==> config.mk <==
export PLATFORM = sky130hd
export DESIGN_NAME = pio_mode0_with_disk_handshake_top
export DESIGN_NICKNAME = d
export VERILOG_FILES = /design/src/sv/piodh_pkg.sv /design/src/sv/piodh_core.sv /design/src/sv/pio_mode0_with_disk_handshake_top.sv
export SDC_FILE = /design/constraint.sdc
export NUM_CORES = 1
export LEC_CHECK = 0
export ABC_AREA = 1
export BUFFER_PORTS_ARGS = -buffer_cell sky130_fd_sc_hd__buf_4
export CORE_ASPECT_RATIO = 1.75
export CORE_MARGIN = 3
export CORE_UTILIZATION = 30
export DETAILED_ROUTE_END_ITERATION = 16
export SYNTH_ARGS = -nofsm -noshare
export SYNTH_HDL_FRONTEND = slang
export SYNTH_SLANG_ARGS = --single-unit
==> constraint.sdc <==
create_clock -name clk_i -period 3.95 [get_ports clk_i]
set_input_delay 0.395 -clock clk_i [delete_from_list [all_inputs] [get_ports clk_i]]
set_output_delay 0.395 -clock clk_i [all_outputs]
set_load 0.005 [all_outputs]
==> src/sv/piodh_pkg.sv <==
// Shared types and constants for the mode 0 parallel I/O block with disk handshake.
package piodh_pkg;

  typedef enum logic [1:0] {
    CMD_HOST_READ     = 2'd0,
    CMD_HOST_WRITE    = 2'd1,
    CMD_PARTNER_PUT   = 2'd2,
    CMD_PARTNER_FETCH = 2'd3
  } command_e;

  typedef enum logic [1:0] {
    PORT_A    = 2'd0,
    PORT_B    = 2'd1,
    PORT_C    = 2'd2,
    PORT_CTRL = 2'd3
  } port_e;

  // Mode word bits: port C halves configured as input.
  localparam int unsigned MODE_C_LOW_IN  = 0;
  localparam int unsigned MODE_C_HIGH_IN = 3;

  // Port C low nibble handshake bits.
  localparam int unsigned PC_PRINTER = 0;  // high: port A writes go to printer
  localparam int unsigned PC_TAKE_B  = 1;  // low: partner byte into port B
  localparam int unsigned PC_GIVE_A  = 2;  // low: port A handed to partner

  typedef struct packed {
    command_e    command;
    port_e       port_select;
    logic [7:0]  host_byte;
    logic [7:0]  partner_byte;
  } req_t;

  typedef struct packed {
    logic [7:0]  read_byte;
    logic        printer_strobe;
    logic [7:0]  printer_byte;
    logic [7:0]  partner_read_byte;
    logic        partner_read_valid;
  } res_t;

endpackage

==> src/sv/piodh_core.sv <==
// Port latches, handshake flags and the per-transaction update logic.
module piodh_core import piodh_pkg::*; (
  input  logic clk_i,
  input  logic rst_ni,
  input  logic fire_i,   // apply req_i this cycle
  input  req_t req_i,
  output res_t res_o
);

  logic [7:0] port_a_q, port_a_d;
  logic [7:0] port_b_q, port_b_d;
  logic [3:0] pc_low_q, pc_low_d;
  logic [3:0] pc_high_q, pc_high_d;   // bits 7..4 of port C
  logic [7:0] mode_q, mode_d;
  logic [7:0] p_in_q, p_in_d;
  logic [7:0] p_out_q, p_out_d;
  logic       wr_rdy_q, wr_rdy_d;
  logic       rd_rdy_q, rd_rdy_d;

  always_comb begin
    logic [3:0] hi_rebuilt;
    logic [3:0] lo_new;
    hi_rebuilt = {1'b0, pc_high_q[2], rd_rdy_q, wr_rdy_q};
    lo_new     = req_i.host_byte[3:0];

    port_a_d  = port_a_q;
    port_b_d  = port_b_q;
    pc_low_d  = pc_low_q;
    pc_high_d = pc_high_q;
    mode_d    = mode_q;
    p_in_d    = p_in_q;
    p_out_d   = p_out_q;
    wr_rdy_d  = wr_rdy_q;
    rd_rdy_d  = rd_rdy_q;
    res_o     = '0;

    unique case (req_i.command)
      CMD_HOST_READ: begin
        unique case (req_i.port_select)
          PORT_A: res_o.read_byte = port_a_q;
          PORT_B: res_o.read_byte = port_b_q;
          PORT_C: begin
            if (mode_q[MODE_C_HIGH_IN]) begin
              // high half rebuilt from handshake flags, sticks in the latch
              pc_high_d       = hi_rebuilt;
              res_o.read_byte = {hi_rebuilt, pc_low_q};
            end else begin
              res_o.read_byte = {pc_high_q, pc_low_q};
            end
          end
          default: res_o.read_byte = '0;
        endcase
      end
      CMD_HOST_WRITE: begin
        unique case (req_i.port_select)
          PORT_A: begin
            port_a_d = req_i.host_byte;
            if (pc_low_q[PC_PRINTER]) begin
              res_o.printer_strobe = 1'b1;
              res_o.printer_byte   = req_i.host_byte;
            end
          end
          PORT_B: port_b_d = req_i.host_byte;
          PORT_C: begin
            if (!mode_q[MODE_C_LOW_IN]) begin
              pc_low_d = lo_new;
              if (!lo_new[PC_TAKE_B]) begin
                port_b_d = p_in_q;
                wr_rdy_d = 1'b0;
              end
              if (!lo_new[PC_GIVE_A]) begin
                p_out_d  = port_a_q;
                rd_rdy_d = 1'b1;
              end
            end
            if (!mode_q[MODE_C_HIGH_IN]) pc_high_d = req_i.host_byte[7:4];
          end
          default: mode_d = req_i.host_byte;
        endcase
      end
      CMD_PARTNER_PUT: begin
        p_in_d   = req_i.partner_byte;
        wr_rdy_d = 1'b1;
      end
      default: begin
        res_o.partner_read_byte  = p_out_q;
        res_o.partner_read_valid = rd_rdy_q;
        rd_rdy_d                 = 1'b0;
      end
    endcase
  end

  always_ff @(posedge clk_i or negedge rst_ni) begin
    if (!rst_ni) begin
      port_a_q  <= '0;
      port_b_q  <= '0;
      pc_low_q  <= '0;
      pc_high_q <= '0;
      mode_q    <= '0;
      p_in_q    <= '0;
      p_out_q   <= '0;
      wr_rdy_q  <= 1'b0;
      rd_rdy_q  <= 1'b0;
    end else if (fire_i) begin
      port_a_q  <= port_a_d;
      port_b_q  <= port_b_d;
      pc_low_q  <= pc_low_d;
      pc_high_q <= pc_high_d;
      mode_q    <= mode_d;
      p_in_q    <= p_in_d;
      p_out_q   <= p_out_d;
      wr_rdy_q  <= wr_rdy_d;
      rd_rdy_q  <= rd_rdy_d;
    end
  end

endmodule

==> src/sv/pio_mode0_with_disk_handshake_top.sv <==
// Top level of the mode 0 parallel I/O block with disk handshake.
// Usage:
//   Input channel (in_valid_i / in_stall_o) carries one bus transaction:
//   a host read or write of port A, B, C or the command port, or a disk
//   unit deposit or fetch. Output channel (out_valid_o / out_stall_i)
//   returns exactly one result transaction per input, in order.
// Path: an accepted transaction lands in the input register; its result
//   is then registered in the result register and shown from there on.
// Throughput: one transaction per clock while out_stall_i is low. The whole update of the port
//   latches and flags is a single mux level in front of the result
//   register, so back-to-back transactions see each other's effects.
// Stalls: while out_stall_i holds a pending result, the input register
//   keeps its transaction and in_stall_o rises only if it is occupied;
//   the input side thus keeps one transaction buffered behind the result.
// Reset: rst_ni (async, active low) clears all latches, the mode word,
//   the handshake flags and both valid bits.
module pio_mode0_with_disk_handshake_top import piodh_pkg::*; (
  input  logic       clk_i,
  input  logic       rst_ni,
  input  logic       in_valid_i,
  output logic       in_stall_o,
  input  logic [1:0] command_i,
  input  logic [1:0] port_select_i,
  input  logic [7:0] host_byte_i,
  input  logic [7:0] partner_byte_i,
  output logic       out_valid_o,
  input  logic       out_stall_i,
  output logic [7:0] read_byte_o,
  output logic       printer_strobe_o,
  output logic [7:0] printer_byte_o,
  output logic [7:0] partner_read_byte_o,
  output logic       partner_read_valid_o
);

  logic in_valid_q;
  req_t req_q;
  logic out_valid_q;
  res_t res_q;
  res_t res_d;
  logic advance;   // input register moves into the result register
  logic in_take;

  // Result register free, or being drained this cycle.
  assign advance    = in_valid_q && (!out_valid_q || !out_stall_i);
  assign in_stall_o = in_valid_q && !advance;
  assign in_take    = in_valid_i && !in_stall_o;

  piodh_core u_core (
    .clk_i  (clk_i),
    .rst_ni (rst_ni),
    .fire_i (advance),
    .req_i  (req_q),
    .res_o  (res_d)
  );

  // Input register.
  always_ff @(posedge clk_i or negedge rst_ni) begin
    if (!rst_ni) begin
      in_valid_q <= 1'b0;
    end else if (in_take) begin
      in_valid_q <= 1'b1;
    end else if (advance) begin
      in_valid_q <= 1'b0;
    end
  end

  always_ff @(posedge clk_i) begin
    if (in_take) begin
      req_q.command      <= command_e'(command_i);
      req_q.port_select  <= port_e'(port_select_i);
      req_q.host_byte    <= host_byte_i;
      req_q.partner_byte <= partner_byte_i;
    end
  end

  // Result register.
  always_ff @(posedge clk_i or negedge rst_ni) begin
    if (!rst_ni) begin
      out_valid_q <= 1'b0;
    end else if (advance) begin
      out_valid_q <= 1'b1;
    end else if (!out_stall_i) begin
      out_valid_q <= 1'b0;
    end
  end

  always_ff @(posedge clk_i) begin
    if (advance) res_q <= res_d;
  end

  assign out_valid_o          = out_valid_q;
  assign read_byte_o          = res_q.read_byte;
  assign printer_strobe_o     = res_q.printer_strobe;
  assign printer_byte_o       = res_q.printer_byte;
  assign partner_read_byte_o  = res_q.partner_read_byte;
  assign partner_read_valid_o = res_q.partner_read_valid;

endmodule

======== Yosys cells after proc, flatten, opt, wreduce, memory -nomap -nowiden ========
Cells that the tools add are included.
word-level totals
  register bits after elaboration ......... 94
  bits in latches ......................... 0
  bits in writable memories ............... 0
  ROM bits ................................ 0
  input port bits ......................... 24
  logic and storage cells ................. 93
  memories ................................ 0
cells by class
  add/sub/neg operators ................... 0
  multipliers ............................. 0
  divide/modulo/power cells ............... 0
  order comparisons ....................... 0
  eq/ne operators ......................... 14
  shift operators ......................... 0
  multiplexer cells ....................... 23
  bitwise operators ....................... 6
  reductions and logical operators ........ 29
operators with widths
  kind                number
  $reduce_and 5->1    5
  $mux 8              3
  $pmux 8 s3          1
  $mux 4              4
  $ne 2x2->1 const B  8
  $pmux 8 s2          1
  $mux 1              10
  $mux 9              1
  $reduce_and 3->1    3
  $pmux 4 s2          1
  $reduce_bool 2->1   4
  $not 1->1           6
  $reduce_and 6->1    1
  $reduce_or 3->1     2
  $eq 2x1->1 const B  2
  $eq 2x2->1 const B  2
  $logic_not 1->1     4
  $logic_not 2->1     2
  $ne 2x1->1 const B  2
  $pmux 1 s2          2
  $reduce_and 2->1    2
  $reduce_and 4->1    1
  $logic_and 1x1->1   3
  $reduce_or 2->1     1
  $logic_or 1x1->1    1

======== Longest topological paths before layout ========
  depth after elaboration ................. 8
  gate-level depth with buffers ........... 9
  depth with buffers taken out ............ 7

======== Hierarchy ========
A second synthesis with hierarchy kept.
second synthesis, totals
  cell total of the unflattened synthesis .. 364
  area total of the unflattened synthesis .. 3,724.8 um^2
modules (own cells, without submodules)
  module                             times used  cells an instance  area an instance (um^2)  sequential area each (um^2)
  piodh_core                         1           306                2,248.4                  1,101.1
  pio_mode0_with_disk_handshake_top  1           58                 1,476.4                  1,431.4

======== Least setup slack after synthesis ========
Ideal clock, no wire load.
  path kind ............................... input -> register
  start ................................... input port out_stall_i
  end ..................................... register res_q, in the netlist partner_read_byte_o[0] (enable)
  setup time .............................. 381 ps
  data arrival time ....................... 1,177 ps
  setup slack ............................. 2,393 ps
  stages on the path ...................... 3
  path buffers ............................ 0
  cells stage by stage .................... nand2_1 nand2_2 inv_1
on the way
  cells in the longest elaborated chain, start to end .. 3
ends and longest elaborated chain
  item                  line                                     RTL
  from (decl)           pio_mode0_with_disk_handshake_top.sv:27  input logic out_stall_i,
  $logic_not 1->1       n/a
  $logic_or 1x1->1      pio_mode0_with_disk_handshake_top.sv:44  assign advance = in_valid_q && (!out_valid_q || !out_stall_i);
  $logic_and 1x1->1     pio_mode0_with_disk_handshake_top.sv:44
  named net advance     pio_mode0_with_disk_handshake_top.sv:40  logic advance;
  to (signal assigned)  pio_mode0_with_disk_handshake_top.sv:88  if (advance) res_q <= res_d;
  to (decl)             pio_mode0_with_disk_handshake_top.sv:38  res_t res_q;
The timed path passes the listed nets, and every way through them passes these cells.
A chain may end at the register's enable or synchronous reset.

======== Final worst setup path ========
  start ................................... register req_q[17] (netlist bit)
  end ..................................... register u_core.p_out_q[5]
on the way
  cells in the longest elaborated chain, start to end .. 2
ends and longest elaborated chain
  item                               line                                     RTL
  from (decl)                        pio_mode0_with_disk_handshake_top.sv:36  req_t req_q;
  $eq 2x2->1                         piodh_core.sv:55                         unique case (req_i.port_select)
  $reduce_and 5->1 (no source line)  n/a
  to (signal assigned)               piodh_core.sv:111                        p_out_q <= p_out_d;
  to (decl)                          piodh_core.sv:16                         logic [7:0] p_out_q, p_out_d;
No other way between the ends.

==> impl_metrics.py <==
metrics = {
    "status": {
        "outcome": "completed",
    },
    "sta": {
        "timing.final.crit_share_pct": 46.24,
        "setup_tns_ps": 0,
        "holdWs_ps": 54.84,
        "fin_skew_ps": 9.623,
        "hold_violations": 0,
        "min_period_ps": 1826,
        "setup_viol": 0,
        "tightest_slew_ps": 970.5,
        "rsz0062_at_grt": "false",
        "max-slew-margin-rel_pct": 35.23,
        "drv_slew": 0,
        "timing.fmax_mhz": 547.5,
    },
    "clock_network": {
        "cts_tree": "yes",
        "cts-root-to-sink-buffers": 2,
        "postCtsSetupBuffers": 0,
        "clk_pin_slew_ps": 60,
        "clock_latency_ps": 350,
        "holdBufCountCts": 0,
        "cts_root_buffer": "clkbuf_16",
        "cts_buffers": 9,
        "numClockSinks": 92,
        "cts_max_level": 3,
        "post_cts_resized": 0,
    },
    "yosys": {
        "synth_edf_count": 46,
        "synth.distinct_cells": 18,
        "synth_common_cells": "nand2_1, dfrtp_1, edfxtp_1",
        "yosysTopAreaCellShare_pct": 36.53,
        "ys_seq_area_share_pct": 66.98,
        "synth_area_leaders": "edfxtp_1, dfrtp_1, nand2_1",
        "synth_nets": 403,
        "synth.most_common_cell": "nand2_1",
        "syn_avg_cell_area_um2": 9.977,
        "ys_seq_elements": 92,
        "ys.flop_type": "edfxtp_1",
        "yosys.area.top_type": "edfxtp_1",
        "ys_async_sr_fraction_pct": 50.00,
        "ys_warn_count": 0,
        "syn_inst": 379,
        "syn-cell-area_um2": 3781,
    },
    "setup_path": {
        "criticalPathCategory": "register to register",
        "crit_fanout": 12,
        "cpMaxStageDelayCell": "edfxtp_1",
        "crit_required_ps": 4190,
        "rrSetupSlack_ps": 2120,
        "r2r_cells": 7,
        "critPathMaxStageDelay_ps": 530,
        "cp.depth": 7,
        "crit_family": "simple AND/OR/NAND/NOR gates",
        "cp_data_arrival_time_ps": 2060,
        "cp-end-kind": "register",
        "cp-start-kind": "register",
        "cp_num_buf_inv": 2,
        "cp_cell_sequence": "inv_2 -> nor2_2 -> nand3_1 -> inv_2 -> nand2_2 -> nand2_1 -> nand2_1",
    },
    "placement": {
        "portBuffers": 51,
        "globalplace.congestion": 0.8531,
        "dp_hpwl_um": 5671,
    },
    "drt": {
        "vias": 2620,
        "first_pass_iters": 4,
        "route.detailed.drc": 0,
        "wirelength_um": 7696,
        "drtIter0Drc": 172,
        "avgViaCountPerCell": 4.338,
        "wl_per_cell_um": 12.74,
        "ant_nets": 0,
    },
    "pwr": {
        "p_int_mw": 1.818,
        "peakVddDrop_v": 0.0002352,
        "p_clk_share_pct": 33.2,
        "total_power_mw": 2.477,
        "p_per_area_nw_per_um2": 536.6,
        "p_leak_nw": 2.125,
        "pwr-share-comb_pct": 14.2,
        "p_sw_share_pct": 26.58,
        "switchingPower_mw": 0.6583,
        "pwr-share-seq_pct": 52.6,
    },
    "floorplanning": {
        "die_area_um2": 14040,
        "initial_core_util_pct": 30.99,
        "die_h_um": 154.5,
        "num_rows": 53,
        "fp.dieW_um": 90.87,
        "core_area_um2": 12200,
        "io_pins": 52,
    },
    "flow_run": {
        "drv_cap": 0,
    },
    "hold_path": {
        "holdCritPathClass": "input port to async pin",
    },
    "global_route": {
        "antenna_found_initial": 0,
        "grt_pass1_vias": 2757,
        "grt_pass1_wl_um": 12930,
        "overflow": 0,
        "grt_use_total_pct": 11.83,
        "grt_max_degree": 47,
    },
    "layout": {
        "final_nets": 458,
        "final_core_util_pct": 37.83,
        "fillers": 1277,
        "n_antenna_cell": 0,
        "multi_input_area_um2": 1020,
        "syn2layout_area_growth_pct": 22.07,
        "regArea_um2": 2532,
        "layout-drive-gt1-share_pct": 19.59,
    },
}
sequential cells by signal (all words and copies together), names as in the netlist, 4 cells and up:
register	count
partner_read_byte_o	8
printer_byte_o	8
read_byte_o	8
req_q	20
u_core.p_in_q	8
u_core.p_out_q	8
u_core.pc_high_q	4
u_core.pc_low_q	4
u_core.port_a_q	8
u_core.port_b_q	8
cell type report:
type	instances	area share, %
repair buffers	51	8.295
well taps	165	4.473
inverters	49	3.985
flip-flops and latches	92	54.87
clock inverters	4	0.4879
clock buffers	12	5.801
multi-input cells	231	22.09
placed cells by master (no fill, tap or decap), types with 2 or more instances in the layout:
cell type	synthesis	layout
nand2_1	122	122
buf_4	4	51
dfrtp_1	46	46
edfxtp_1	46	46
inv_1	44	44
nand3_1	30	30
nor2_1	26	26
o21ai_0	21	21
o21ai_1	12	12
clkbuf_16	0	10
nand2_2	8	8
inv_2	5	5
nor2_4	4	4
a31oi_1	3	3
clkinv_2	0	3
nor2_2	2	2
through the flow:
step / setup slack, ps / area [um2] / cells
global route: 1900 / 4616 / 604
global placement: 2036 / 4325 / 588
CTS: 2089 / 4616 / 604
detailed placement: 1986 / 4325 / 588
finish: 2124 / 4616 / 604
floorplan: 2393 / 3781 / 379
routing by layer:
layer	routed length, um	global-route usage, %	vias up
met3	357	3.893	14
met4	198	5.827	0
li1	-	-	1329
met5	0	0	-
met2	4228	21.77	50
met1	2912	11.79	1227
path summary, 6_finish.rpt:
check / start / endpoint
max: req_q[17] / u_core.p_out_q[5]
min: rst_ni / u_core.pc_high_q[1]
max reg2reg: req_q[17] / u_core.p_out_q[5]
min reg2reg: req_q[5] / u_core.p_in_q[5]
max in group asynchronous: rst_ni / in_valid_q
min in group clk_i: host_byte_i[2] / req_q[10]
kinds of logic after synthesis:
logic type	after synthesis	synth area share [%]
simple gates	194	21.97
flops	92	66.98
buf+inv	56	6.056
compound gates	37	4.997
power groups by stage:
stage	Combinational, mW	Clock, mW	Sequential (mW)
2_1_floorplan	0.233	0	1.29
3_3_place_gp	0.339	0	1.32
3_5_place_dp	0.355	0	1.32
4_1_cts	0.358	0.841	1.30
5_1_grt	0.413	0.883	1.32
6_report	0.352	0.821	1.30
Power figures use the tool's default switching activity.
